## config.mk

```make
export PLATFORM = sky130hd
export DESIGN_NAME = cgpa_ctrl
export DESIGN_NICKNAME = d
export VERILOG_FILES = /design/src/design/cgpa_pkg.sv /design/src/design/cgpa_ctrl.sv
export VERILOG_INCLUDE_DIRS = /design/src /design/src/design
export SDC_FILE = /design/constraint.sdc
export NUM_CORES = 1
export LEC_CHECK = 0
export BUFFER_PORTS_ARGS = -buffer_cell sky130_fd_sc_hd__buf_2
export CAP_MARGIN = 20
export CELL_PAD_IN_SITES_DETAIL_PLACEMENT = 0
export CELL_PAD_IN_SITES_GLOBAL_PLACEMENT = 1
export CORE_MARGIN = 2
export CORE_UTILIZATION = 35
export CTS_CLUSTER_DIAMETER = 40
export DETAILED_ROUTE_END_ITERATION = 8
export MAX_ROUTING_LAYER = met4
export PLACE_DENSITY_LB_ADDON = 0.1
export SLEW_MARGIN = 40
export SYNTH_ARGS = -nofsm -noshare
export SYNTH_HDL_FRONTEND = slang
export SYNTH_SLANG_ARGS = --single-unit
```

## constraint.sdc

```tcl
create_clock -name clk_i -period 2.22 [get_ports clk_i]
set_clock_uncertainty 0.2 [all_clocks]
set_input_delay 0.222 -clock clk_i [delete_from_list [all_inputs] [get_ports clk_i]]
set_output_delay 0.222 -clock clk_i [all_outputs]
set_load 0.02 [all_outputs]
```

## src/design/call_graph_profile_accumulator_defines.svh

```systemverilog
// Assertion helpers shared by the design files.
`ifndef CALL_GRAPH_PROFILE_ACCUMULATOR_DEFINES_SVH
`define CALL_GRAPH_PROFILE_ACCUMULATOR_DEFINES_SVH

`define CGPA_ASSERT(name, prop, msg) \
  name: assert property (@(posedge clk_i) disable iff (!rst_ni) prop) else $error(msg);

`define CGPA_ASSERT_NEXT(name, pre, post, msg) \
  name: assert property (@(posedge clk_i) disable iff (!rst_ni) (pre) |=> (post)) \
    else $error(msg);

`endif

```

## src/design/cgpa_pkg.sv

```systemverilog
package cgpa_pkg;

  localparam int NUM_BLOCKS_DEF   = 16;
  localparam int CALL_DEPTH_DEF   = 64;
  localparam int SAMPLE_DEPTH_DEF = 64;

  localparam int HIT_W  = 32;
  localparam int TOT_W  = 48;
  localparam int IN_W   = 96;
  localparam int OUT_W  = 136;

  typedef enum logic [2:0] {
    CMD_ENTER   = 3'd0,
    CMD_EXIT    = 3'd1,
    CMD_TAIL    = 3'd2,
    CMD_SAMPLE  = 3'd3,
    CMD_RD_BLK  = 3'd4,
    CMD_RD_EDGE = 3'd5
  } cmd_e;

  typedef enum logic [1:0] {
    STS_OK        = 2'd0,
    STS_OVERFLOW  = 2'd1,
    STS_UNDERFLOW = 2'd2
  } sts_e;

  typedef enum logic [3:0] {
    OP_IDLE,
    OP_CLEAR,
    OP_LOAD,
    OP_DISP,
    OP_ENT_SLOT,
    OP_ENT_UPD,
    OP_EXIT_LD,
    OP_SMP_RR,
    OP_SMP_ER,
    OP_SMP_WR,
    OP_ROOT_WR,
    OP_RD_DATA,
    OP_FIN
  } op_e;

  typedef struct packed {
    op_e  op;
    logic out_load;
  } ctrl_cmd_t;

  typedef struct packed {
    logic [2:0] cmd;
    logic       blk_ok;
    logic       top_zero;
    logic       smp_done;
    logic       clr_last;
  } dp_sts_t;

  function automatic logic [HIT_W-1:0] inc_sat32(input logic [HIT_W-1:0] v);
    return (&v) ? v : v + HIT_W'(1);
  endfunction

  function automatic logic [TOT_W-1:0] add_sat48(input logic [TOT_W-1:0] a,
                                                 input logic [TOT_W-1:0] b);
    logic [TOT_W:0] s;
    s = {1'b0, a} + {1'b0, b};
    return s[TOT_W] ? {TOT_W{1'b1}} : s[TOT_W-1:0];
  endfunction

endpackage

```

## src/design/cgpa_ctrl.sv

```systemverilog
`include "call_graph_profile_accumulator_defines.svh"

module cgpa_ctrl (
  input  logic               clk_i,
  input  logic               rst_ni,
  input  logic               in_vld_i,
  output logic               in_rdy_o,
  output logic               out_vld_o,
  input  logic               out_rdy_i,
  input  cgpa_pkg::dp_sts_t  sts_i,
  output cgpa_pkg::ctrl_cmd_t cmd_o
);
  import cgpa_pkg::*;

  typedef enum logic [12:0] {
    ST_CLEAR    = 13'b0000000000001,
    ST_IDLE     = 13'b0000000000010,
    ST_DISP     = 13'b0000000000100,
    ST_ENT_SLOT = 13'b0000000001000,
    ST_ENT_UPD  = 13'b0000000010000,
    ST_EXIT_LD  = 13'b0000000100000,
    ST_SMP_RR   = 13'b0000001000000,
    ST_SMP_ER   = 13'b0000010000000,
    ST_SMP_WR   = 13'b0000100000000,
    ST_ROOT_WR  = 13'b0001000000000,
    ST_RD_DATA  = 13'b0010000000000,
    ST_FIN      = 13'b0100000000000,
    ST_SPARE    = 13'b1000000000000
  } state_e;

  state_e state_q, state_d;
  logic   out_vld_q, out_vld_d;

  always_comb begin
    state_d      = state_q;
    cmd_o.op       = OP_IDLE;
    cmd_o.out_load = 1'b0;
    unique case (state_q)
      ST_CLEAR: begin
        cmd_o.op = OP_CLEAR;
        if (sts_i.clr_last) begin
          state_d = ST_IDLE;
        end
      end
      ST_IDLE: begin
        if (in_vld_i) begin
          cmd_o.op = OP_LOAD;
          state_d  = ST_DISP;
        end
      end
      ST_DISP: begin
        cmd_o.op = OP_DISP;
        unique case (sts_i.cmd) inside
          CMD_ENTER:              state_d = sts_i.blk_ok ? ST_ENT_SLOT : ST_FIN;
          CMD_EXIT:               state_d = sts_i.top_zero ? ST_FIN : ST_EXIT_LD;
          CMD_SAMPLE:             state_d = ST_SMP_RR;
          CMD_RD_BLK, CMD_RD_EDGE: state_d = ST_RD_DATA;
          default:                state_d = ST_FIN;
        endcase
      end
      ST_ENT_SLOT: begin
        cmd_o.op = OP_ENT_SLOT;
        state_d  = ST_ENT_UPD;
      end
      ST_ENT_UPD: begin
        cmd_o.op = OP_ENT_UPD;
        state_d  = ST_FIN;
      end
      ST_EXIT_LD: begin
        cmd_o.op = OP_EXIT_LD;
        state_d  = ST_FIN;
      end
      ST_SMP_RR: begin
        cmd_o.op = OP_SMP_RR;
        state_d  = sts_i.smp_done ? ST_ROOT_WR : ST_SMP_ER;
      end
      ST_SMP_ER: begin
        cmd_o.op = OP_SMP_ER;
        state_d  = ST_SMP_WR;
      end
      ST_SMP_WR: begin
        cmd_o.op = OP_SMP_WR;
        state_d  = ST_SMP_RR;
      end
      ST_ROOT_WR: begin
        cmd_o.op = OP_ROOT_WR;
        state_d  = ST_FIN;
      end
      ST_RD_DATA: begin
        cmd_o.op = OP_RD_DATA;
        state_d  = ST_FIN;
      end
      ST_FIN: begin
        cmd_o.op = OP_FIN;
        if (!out_vld_q || out_rdy_i) begin
          cmd_o.out_load = 1'b1;
          state_d        = ST_IDLE;
        end
      end
      default: begin
        state_d = ST_IDLE;
      end
    endcase
  end

  always_comb begin
    out_vld_d = out_vld_q;
    if (cmd_o.out_load) begin
      out_vld_d = 1'b1;
    end else if (out_rdy_i) begin
      out_vld_d = 1'b0;
    end
  end

  always_ff @(posedge clk_i or negedge rst_ni) begin
    if (!rst_ni) begin
      state_q   <= ST_CLEAR;
      out_vld_q <= 1'b0;
    end else begin
      state_q   <= state_d;
      out_vld_q <= out_vld_d;
    end
  end

  assign in_rdy_o  = (state_q == ST_IDLE);
  assign out_vld_o = out_vld_q;

  `CGPA_ASSERT(out_from_fin_a, $rose(out_vld_q) |-> $past(state_q == ST_FIN), "result without finish")
  `CGPA_ASSERT_NEXT(accept_disp_a, in_vld_i && in_rdy_o, state_q == ST_DISP, "accept not dispatched")
  `CGPA_ASSERT(no_accept_clear_a, state_q == ST_CLEAR |-> !in_rdy_o, "accept during clear")

endmodule

```

Yosys cells after proc, flatten, opt, wreduce, memory -nomap -nowiden --
Index checks and enable logic that the tools add are counted.
Word-level totals: word-level logic and storage cells 42, memories 0, register bits 14, RAM bits 0, output and inout bits 7, memory bits (read-only) 0, latch bits 0
Operators by class: add/subtract/negate cells 0, $mul 0, equality and inequality tests 19, bitwise gates (word level) 0, div/mod/pow operators 0, reduce and logical (&&, ||, !) cells 7, muxes and demuxes 14, order comparisons 0, shift operators 0
Operator list (number):
- $pmux 13 s9 | 1
- $pmux 12 s4 | 1
- $pmux 4 s12 | 1
- $mux 13 | 3
- $mux 12 | 2
- $eq 13x1->1 const B | 1
- $eq 13x10->1 const B | 1
- $eq 13x11->1 const B | 1
- $eq 13x12->1 const B | 1
- $eq 13x2->1 const B | 1
- $eq 13x3->1 const B | 1
- $eq 13x4->1 const B | 1
- $eq 13x5->1 const B | 1
- $eq 13x6->1 const B | 1
- $eq 13x7->1 const B | 1
- $eq 13x8->1 const B | 1
- $eq 13x9->1 const B | 1
- $mux 10 | 1
- $eq 3x3->1 const B | 2
- $ne 2x2->1 const B | 3
- $mux 1 | 4
- $reduce_or 4->1 | 1
- $eq 3x1->1 const B | 1
- $eq 3x2->1 const B | 1
- 7 further kinds | 7

Logic depth before layout (Yosys ltp) --
Gate-level depths: netlist (run 1).
depth in word-level cells 5, mapped depth 5, mapped depth without buffers 4

Least setup slack after synthesis (run 1) --
No wires, ideal clock.
kind register -> output, start point register state_q[9], end point output cmd_o[1] (netlist name), path buffers 1, stages on the path, launching flop included 5, path slack -0.260 ns, arrival time 2.058 ns, data required time 1.798 ns, cell sequence dfrtp_1 clkbuf_1 nor4_2 nand3_1 o311ai_0
RTL lines:
- start: declaration | RTL line cgpa_ctrl.sv:31 | state_e state_q, state_d;
- start signal: assignment | RTL line cgpa_ctrl.sv:120 | state_q <= state_d;
- end: declaration | RTL line cgpa_ctrl.sv:11 | output cgpa_pkg::ctrl_cmd_t cmd_o

==> results of run 1 <==
[state kept, by name (all words and copies together) (netlist names)]
signal     cells
out_vld_o      1
state_q       12
[where the power goes]
| part | total (mW) | internal, mW | switching, mW |
|---|---|---|---|
| combinational | 0.544 | 0.278 | 0.266 |
| clock | 0.145 | 0.0696 | 0.0752 |
| sequential | 0.282 | 0.262 | 0.0205 |
| total | 0.971 | 0.609 | 0.362 |
[per-layer routing]
metal	GRT usage [%]	part of all wire [%]	vias to the layer above
li1	-	-	439
met1	25.4	46	425
met2	28.9	49	24
met3	2.01	3.6	4
met4	9.65	1.3	0
met5	-	0	-
[worst max-delay path, delay by kind of cell, from the launching register on]
family	cells	cell delay (ns)
AND/OR/NAND/NOR	2	0.92
buffers and inverters	1	0.18
AO/OA/AOI/OAI	2	0.43
flip-flops	1	0.38
[synth_stat cells, types with 2 or more instances]
| cell | instances | share of area [%] |
|---|---|---|
| dfrtp_1 | 12 | 37 |
| nor2_1 | 12 | 5.6 |
| nor2b_1 | 9 | 7.0 |
| nand4_1 | 7 | 5.4 |
| inv_1 | 6 | 2.8 |
| nand2_1 | 3 | 1.4 |
| nor4_1 | 3 | 2.3 |
| and2_1 | 2 | 1.5 |
| and4_1 | 2 | 2.2 |
| nand2b_1 | 2 | 1.5 |
| nand3_1 | 2 | 1.2 |
| nor3_1 | 2 | 1.2 |
| o2111ai_1 | 2 | 2.2 |
| o31a_2 | 2 | 2.5 |
| or4_4 | 2 | 2.8 |
| xnor2_1 | 2 | 2.2 |
[timing repair]
item                                    CTS  global route
endpoints found under the setup margin    4             6
setup buffers                             5             5
pin swaps                                 2             5
hold endpoints to repair                 20             0
hold buffers                              8             0
gates resized for setup                   7             9
[final timing paths]
kind | cells after the start | endpoint
worst min-delay path | 3 | state_q[2]
max in group asynchronous | 2 | state_q[0]
worst min register to register | 2 | out_vld_o
worst max-delay path | 5 | cmd_o[1]
min in group asynchronous | 2 | state_q[7]
worst max register to register | 8 | state_q[1]
[metrics by stage]
step           setup TNS, ns  power (mW)  setup WS, ns  util [%]  std cells
4_1_cts               -0.784       0.943        -0.396      56.7        166
3_3_place_gp          -0.191       0.735        -0.105      48.9        149
3_5_place_dp          -0.229       0.736        -0.120      48.9        149
2_1_floorplan              0       0.565       0.00372         -         90
5_1_grt                -1.15        1.04        -0.445      59.2        168
6_report              -0.760       0.971        -0.383      59.2        168
[cell families (layout without fill, tap and decap cells)]
logic type / after synthesis / in the layout / share of synthesized area (%)
AO/OA/AOI/OAI: 14 / 14 / 14.2
XOR/XNOR: 3 / 3 / 3.25
flip-flops: 13 / 13 / 40.3
AND/OR/NAND/NOR: 51 / 51 / 37.6
buffers and inverters: 9 / 59 / 4.64
[layout make-up]
class                      instances  area (um^2)
fill                             199          895
multi-input combinational         68          512
timing repair buffer              49          373
sequential                        13          328
tap                               28         35.0
clock buffer                       4         26.3
inverter                           6         22.5
==> impl_metrics.toml, run 1 <==
[worst_hold_path]
holdCritPathClass = "in2reg"
hp-start = "in_vld_i"

[synth]
syn_inst = 90
avgSynthCellArea_um2 = 8.99
ys_ff_latch = 13
ys_warn_count = 0
synthFlopType = "dfrtp_1"
yosysUniqueCellTypes = 36
syn-cell-area_um2 = 810
syn_nets = 101
synth-edff-count = 0
async_flop_share_pct = 100
yosysSeqAreaShare_pct = 40.3

[layout]
final_cell_mix = "25 x buf_4, 12 x nor2_1, 12 x buf_2"
final_common_cell = "buf_4"
layout-drive-gt1-share_pct = 42.9
fin_nets = 152
final_area_um2 = 1300
syn_to_final_growth_pct = 60.1
antenna-diode-count = 0

[worst_setup_path]
critical_path.cell_chain = "or4_4, or3_4, o31a_2, o311ai_2, buf_4"
reg2reg_slack_ns = 0.01
critPathSlowestCell = "or4_4"
cp_max_fo = 3
setup.worst_path.start = "state_q[6]"
cpPeakStageDelay_ns = 0.53
critPathRequiredTime_ns = 1.80
end_kind = "output pin"
cp-start-kind = "register"
r2r-start = "state_q[6]"
critPathKind = "reg2out"
arrival_ns = 2.18

[detailed_routing]
dr.first_iter.drc_count = 17
final_antenna_net_count = 0
num_vias = 892
dr.pass1.iters = 4
drt-total-wl_um = 2300
drc_errors = 0
viasPerCell = 5.31
wl_per_cell_um = 13.7

[placement]
globalplace.congestion = 0.867
placed_cell_area_um2 = 1070
port_buffers = 17
dp_hpwl_um = 1690

[global_routing]
grt_pass1_vias = 857
grt_max_degree = 14
grt_pass1_wl_um = 3680
grt_overflow_total = 0
antenna_found_initial = 0
grt_use_total_pct = 19.1

[floorplanning]
rows = 17
core_area_um2 = 2190
die_x_um = 52.1
fp.dieArea_um2 = 2710
start_util_pct = 37.0
io_pins = 18
chipHeight_um = 52.1

[timing]
slew_headroom_pct = 78.8
setup_violations = 3
tightest_slew_ns = 0.315
finalCriticalPeriod_ns = 2.60
fin_crit_sh_pct = 117
finalMaxSlewViolations = 0
hold_slack_ns = 0.0475
fin_ws_ns = -0.383
clock.fmax_ghz = 0.384
final_hold_viol_count = 0
rsz0062_at_grt = "true"

[flow_run]
max_cap_viol_count = 0

[clock_tree]
cts.sinks = 13
worstSkewPairLatency_ns = 0.27
cts_buffer_depth = 2
numCtsBuffers = 3
cts-root-buf = "clkbuf_4"
path_clk_slew_ns = 0.08
h-tree-depth = 1
cts_tree = "done"

[power]
p_per_area_nw_per_um2 = 749
leakage_nw = 0.618
peakVddDrop_uv = 525

[status]
status = "complete, but fails checks"
violations = "negative setup slack"
Power figures use the tool's default switching activity.
==> run 2: changes to the inputs <==
--- a/config.mk
+++ b/config.mk
@@ -11,7 +11,7 @@
 export CELL_PAD_IN_SITES_DETAIL_PLACEMENT = 0
 export CELL_PAD_IN_SITES_GLOBAL_PLACEMENT = 1
 export CORE_MARGIN = 2
-export CORE_UTILIZATION = 35
+export CORE_UTILIZATION = 40
 export CTS_CLUSTER_DIAMETER = 40
 export DETAILED_ROUTE_END_ITERATION = 8
 export MAX_ROUTING_LAYER = met4
==> constraint.sdc (replaced) <==
create_clock -name clk_i -period 3 [get_ports clk_i]
set_clock_uncertainty 0.2 [all_clocks]
set_input_delay 0.3 -clock clk_i [delete_from_list [all_inputs] [get_ports clk_i]]
set_output_delay 0.3 -clock clk_i [all_outputs]
set_load 0.02 [all_outputs]
==> run 2 against run 1 <==
Net effect: the run now ends clean; clock power decreased by 26%; die area fell by 12%; sequential cell count is the same; sequential power down 23%; count of clock-buffer cells in the layout stayed put; first-iteration DRC count rose by 130%; utilization down 6.8 points; routed wire length shrank 14%; highest routed layer unchanged.
==> impl_metrics.toml, run 2 (synthesis results as in run 1) <==
[clock_tree]
cts_setup_buffers = 0
ctsResizeCount = 0
cts_buffer_depth = 2
h-tree-depth = 1
cts_tree = "done"
path_clk_slew_ns = 0.08
cts-root-buf = "clkbuf_4"
numCtsBuffers = 3
worstSkewPairLatency_ns = 0.27
cts.sinks = 13

[worst_setup_path]
end_kind = "output pin"
timing.rr.end = "state_q[11]"
reg2reg_slack_ns = 0.80
cp_max_fo = 6
critPathRequiredTime_ns = 2.50
reg2regPathDepth = 4
critPathKind = "reg2out"
arrival_ns = 2.39
cp-start-kind = "register"
r2r-start = "state_q[5]"

[worst_hold_path]
hold_depth = 2
hp-start = "sts_i[5]"
holdCritPathClass = "in2reg"
hold_end = "state_q[5]"

[timing]
fin_crit_sh_pct = 96.2
finalMaxSlewViolations = 0
finalCriticalPeriod_ns = 2.89
tightest_slew_ns = 0.351
rsz0062_at_grt = "false"
setup_violations = 0
clock.fmax_ghz = 0.347
slew_headroom_pct = 76.3
setup-tns-final_ns = 0
final_hold_viol_count = 0
fin_ws_ns = 0.114

[floorplanning]
fp.dieArea_um2 = 2400
chipHeight_um = 49.0
io_pins = 18
rows = 16
core_area_um2 = 1940
die_x_um = 49.0
start_util_pct = 41.7

[layout]
fill_cells = 208
final_common_cell = "buf_2"
fin_nets = 129
antenna-diode-count = 0
fin_util_pct = 52.4
largest_register_ffs = 12
top_register = "state_q"
layout-drive-gt1-share_pct = 28.2
syn_to_final_growth_pct = 25.7
final_cell_mix = "17 x buf_2, 12 x nor2_1, 12 x dfrtp_1"

[detailed_routing]
drc_errors = 0
drt-total-wl_um = 1980
final_antenna_net_count = 0
num_vias = 828
dr.pass1.iters = 4
viasPerCell = 5.75
dr.first_iter.drc_count = 39
wl_per_cell_um = 13.7

[power]
netSwitchingPower_mw = 0.228
p_seq_share_pct = 36.5
leakage_nw = 0.490
clkPwrFrac_pct = 17.9
p_per_area_nw_per_um2 = 587
switching_share_pct = 38.2
peakVddDrop_uv = 303
combPwrFrac_pct = 45.5
p_int_mw = 0.369

[global_routing]
grt_pass1_vias = 743
antenna_found_initial = 0
grt_use_total_pct = 18.1
grt_overflow_total = 0
grt_max_degree = 14
grt_pass1_wl_um = 3260

[status]
status = "finished, final reports clean"

[placement]
dp_hpwl_um = 1520
globalplace.congestion = 0.906
port_buffers = 17
post-place-ws_ns = 0.438

[flow_run]
max_cap_viol_count = 0
-- run 2: worst max path at each step --
stage                          start  endpoint  cells past startpoint
final                     state_q[5]  cmd_o[2]                      5
after global routing      state_q[5]  cmd_o[2]                      5
after CTS                 state_q[5]  cmd_o[2]                      5
after detailed placement  state_q[5]  cmd_o[2]                      5
after global placement    state_q[5]  cmd_o[2]                      5
after floorplan           state_q[9]  cmd_o[1]                      4
-- run 2: final cells by class --
type / instances / area, um^2 / share of cell area, %
Sequential cell: 13 / 327 / 32.1
Inverter: 6 / 22.5 / 2.21
Tap cell: 27 / 33.8 / 3.32
Clock buffer: 4 / 26.3 / 2.58
Multi-Input combinational cell: 68 / 445 / 43.8
Timing Repair Buffer: 26 / 163 / 16.0
-- run 2: routing by layer --
layer / up-vias / global-route usage [%] / wire length (um)
met3: 6 / 2.76 / 106
li1: 387 / - / -
met1: 395 / 24.4 / 909
met4: 0 / 5.71 / 31
met2: 40 / 28.1 / 930
met5: - / - / 0
-- run 2: critical path, cell delays in order, from the launching register on --
cell	delay [ns]
dfrtp_1	0.44
or4_4	0.58
or3_4	0.40
or3_1	0.40
o2111ai_1	0.11
buf_2	0.19
-- run 2: per-stage QoR --
stage	power [mW]	cells	area [um^2]	hold slack (ns)
6_report	0.597	144	1020	0.0241
5_1_grt	0.637	144	1020	0.0237
4_1_cts	0.600	144	1020	0.0241
3_5_place_dp	0.486	136	951	0.0102
3_3_place_gp	0.485	136	951	0.00517
2_1_floorplan	0.395	90	810	-0.196
-- run 2: timing repair --
| item | 4_1_cts | 5_1_grt |
|---|---|---|
| setup endpoints to repair | 0 | 0 |
| endpoints found under the hold margin | 16 | 0 |
| hold buffers | 4 | 0 |
-- run 2: power groups by stage --
stage / logic, mW / registers, mW / clock network (mW)
final: 0.272 / 0.218 / 0.107
after global routing: 0.297 / 0.221 / 0.119
after CTS: 0.273 / 0.218 / 0.110
after detailed placement: 0.265 / 0.221 / 0
after global placement: 0.264 / 0.221 / 0
after floorplan: 0.179 / 0.215 / 0
==> run 3: changes to the inputs <==
--- a/config.mk
+++ b/config.mk
@@ -11,7 +11,7 @@
 export CELL_PAD_IN_SITES_DETAIL_PLACEMENT = 0
 export CELL_PAD_IN_SITES_GLOBAL_PLACEMENT = 1
 export CORE_MARGIN = 2
-export CORE_UTILIZATION = 40
+export CORE_UTILIZATION = 41
 export CTS_CLUSTER_DIAMETER = 40
 export DETAILED_ROUTE_END_ITERATION = 8
 export MAX_ROUTING_LAYER = met4
==> run 3 against run 2 <==
Net effect: largest cell class unchanged; first-iteration DRC count is 62% lower; combinational power about the same; hold slack got worse by 0.011 ns; critical path type unchanged; utilization grew 1.1 points; count of clock-buffer cells in the layout did not move; global-route usage rose by 1.7 points; sequential power about the same; sequential share of layout area stayed put; routed wire length rose by 0.25%; via count fell by 2.9%; sequential cell count unchanged.
==> impl_metrics.toml, run 3 (synthesis results as in run 1) <==
[placement]
dp_hpwl_um = 1540
placed_cell_area_um2 = 951
globalplace.congestion = 0.771
port_buffers = 17

[global_routing]
grt_pass1_vias = 806
grt_max_degree = 14
grt_overflow_total = 0
antenna_found_initial = 0
grt_pass1_wl_um = 3470
grt_use_total_pct = 19.8

[clock_tree]
cts.sinks = 13
h-tree-depth = 1
cts_buffer_depth = 2
cts-root-buf = "clkbuf_4"
path_clk_slew_ns = 0.08
cts_setup_buffers = 0
numCtsBuffers = 3
ctsResizeCount = 0
cts_tree = "done"
worstSkewPairLatency_ns = 0.28

[floorplanning]
start_util_pct = 42.6
rows = 16
fp.dieArea_um2 = 2350
die_x_um = 48.4
chipHeight_um = 48.4
core_area_um2 = 1900
io_pins = 18

[detailed_routing]
viasPerCell = 5.58
top_layer = "met4"
drc_errors = 0
wl_met3_um = 86
num_vias = 804
wl_met1_um = 837
dr.pass1.iters = 4
dr.first_iter.drc_count = 15
drt-total-wl_um = 1980
wl_per_cell_um = 13.8
dr_wl_met2_um = 1030
final_antenna_net_count = 0

[flow_run]
max_cap_viol_count = 0

[layout]
top_register = "state_q"
fin_nets = 129
layout-drive-gt1-share_pct = 28.2
antenna-diode-count = 0
syn_to_final_growth_pct = 25.7
final_cell_mix = "17 x buf_2, 12 x nor2_1, 12 x dfrtp_1"
largest_register_ffs = 12
final_area_um2 = 1020
fill_cells = 189
final_common_cell = "buf_2"

[worst_setup_path]
cp_max_fo = 6
cpPeakStageDelay_ns = 0.57
end_kind = "output pin"
setup.worst_path.start = "state_q[5]"
critPathSlowestCell = "or4_4"
r2r-start = "state_q[5]"
critical_path.cell_chain = "or4_4, or3_4, or3_1, o2111ai_1, buf_2"
arrival_ns = 2.37
cp-start-kind = "register"
critPathKind = "reg2out"
critPathRequiredTime_ns = 2.50

[timing]
setup-tns-final_ns = 0
finalMaxSlewViolations = 0
final_hold_viol_count = 0
setup_violations = 0
tightest_slew_ns = 0.280
slew_headroom_pct = 81.1
rsz0062_at_grt = "false"
clock.fmax_ghz = 0.348
finalCriticalPeriod_ns = 2.87
fin_crit_sh_pct = 95.8

[power]
p_seq_share_pct = 36.3
combPwrFrac_pct = 45.3
clkPwrFrac_pct = 18.4
p_per_area_nw_per_um2 = 588
switching_share_pct = 38.3
peakVddDrop_uv = 277
leakage_nw = 0.490
netSwitchingPower_mw = 0.229
p_int_mw = 0.369

[status]
status = "finished, final reports clean"

[worst_hold_path]
holdCritPathClass = "in2reg"
hp-start = "out_rdy_i"
-- run 3: cell counts in the layout (fill, tap and decap cells not counted) --
No cell type changed its count.
-- run 3: final cells by class --
class | count | area, um^2 | area share (%)
Clock buffer | 4 | 26.3 | 2.58
Inverter | 6 | 22.5 | 2.21
Multi-Input combinational cell | 68 | 445 | 43.8
Sequential cell | 13 | 327 | 32.1
Tap cell | 27 | 33.8 | 3.32
Timing Repair Buffer | 26 | 163 | 16.0
-- run 3: path summary, 6_finish.rpt --
check | end | slack, ns | cells past startpoint
setup / recovery | cmd_o[2] | 0.13 | 5
hold / removal | out_vld_o | 0.01 | 2
setup reg to reg | state_q[11] | 0.80 | 4
hold reg to reg | out_vld_o | 0.35 | 2
max in group asynchronous | state_q[0] | 2.08 | 2
min in group asynchronous | out_vld_o | 0.24 | 2
-- run 3: power by group through the flow --
stage | clock network (mW) | registers (mW) | logic (mW)
after floorplan | 0 | 0.215 | 0.179
after global placement | 0 | 0.220 | 0.265
after detailed placement | 0 | 0.220 | 0.265
after CTS | 0.115 | 0.217 | 0.272
after global routing | 0.124 | 0.222 | 0.295
final | 0.110 | 0.217 | 0.271
-- run 3: metal layers --
metal  global-route usage, %  vias to the layer above
met1                    21.9                      388
met5                       -                        -
met3                    4.94                        6
li1                        -                      387
met2                    34.5                       23
met4                    7.62                        0
-- run 3: critical path, delay by kind of cell (launching register included) --
kind / cells / cell delay (ns)
AOI/OAI and AO/OA: 1 / 0.10
buffers and inverters: 1 / 0.19
DFF: 1 / 0.44
and+or+nand+nor: 3 / 1.36
-- run 3: per-stage QoR --
| step | setup slack, ns | hold slack [ns] | total power [mW] | std cells | utilization (%) |
|---|---|---|---|---|---|
| 3_5_place_dp | 0.446 | 0.00769 | 0.486 | 136 | 50.0 |
| 4_1_cts | 0.124 | 0.00576 | 0.604 | 144 | 53.5 |
| 3_3_place_gp | 0.470 | 0.00183 | 0.485 | 136 | 50.0 |
| 2_1_floorplan | 0.442 | -0.196 | 0.395 | 90 | - |
| 6_report | 0.127 | 0.0131 | 0.598 | 144 | 53.5 |
| 5_1_grt | 0.0300 | 0.0183 | 0.641 | 144 | 53.5 |
-- run 3: timing repair --
action | in CTS | in global routing
endpoints found under the hold margin | 16 | 0
hold buffers | 4 | 0
setup endpoints to repair | 0 | 0
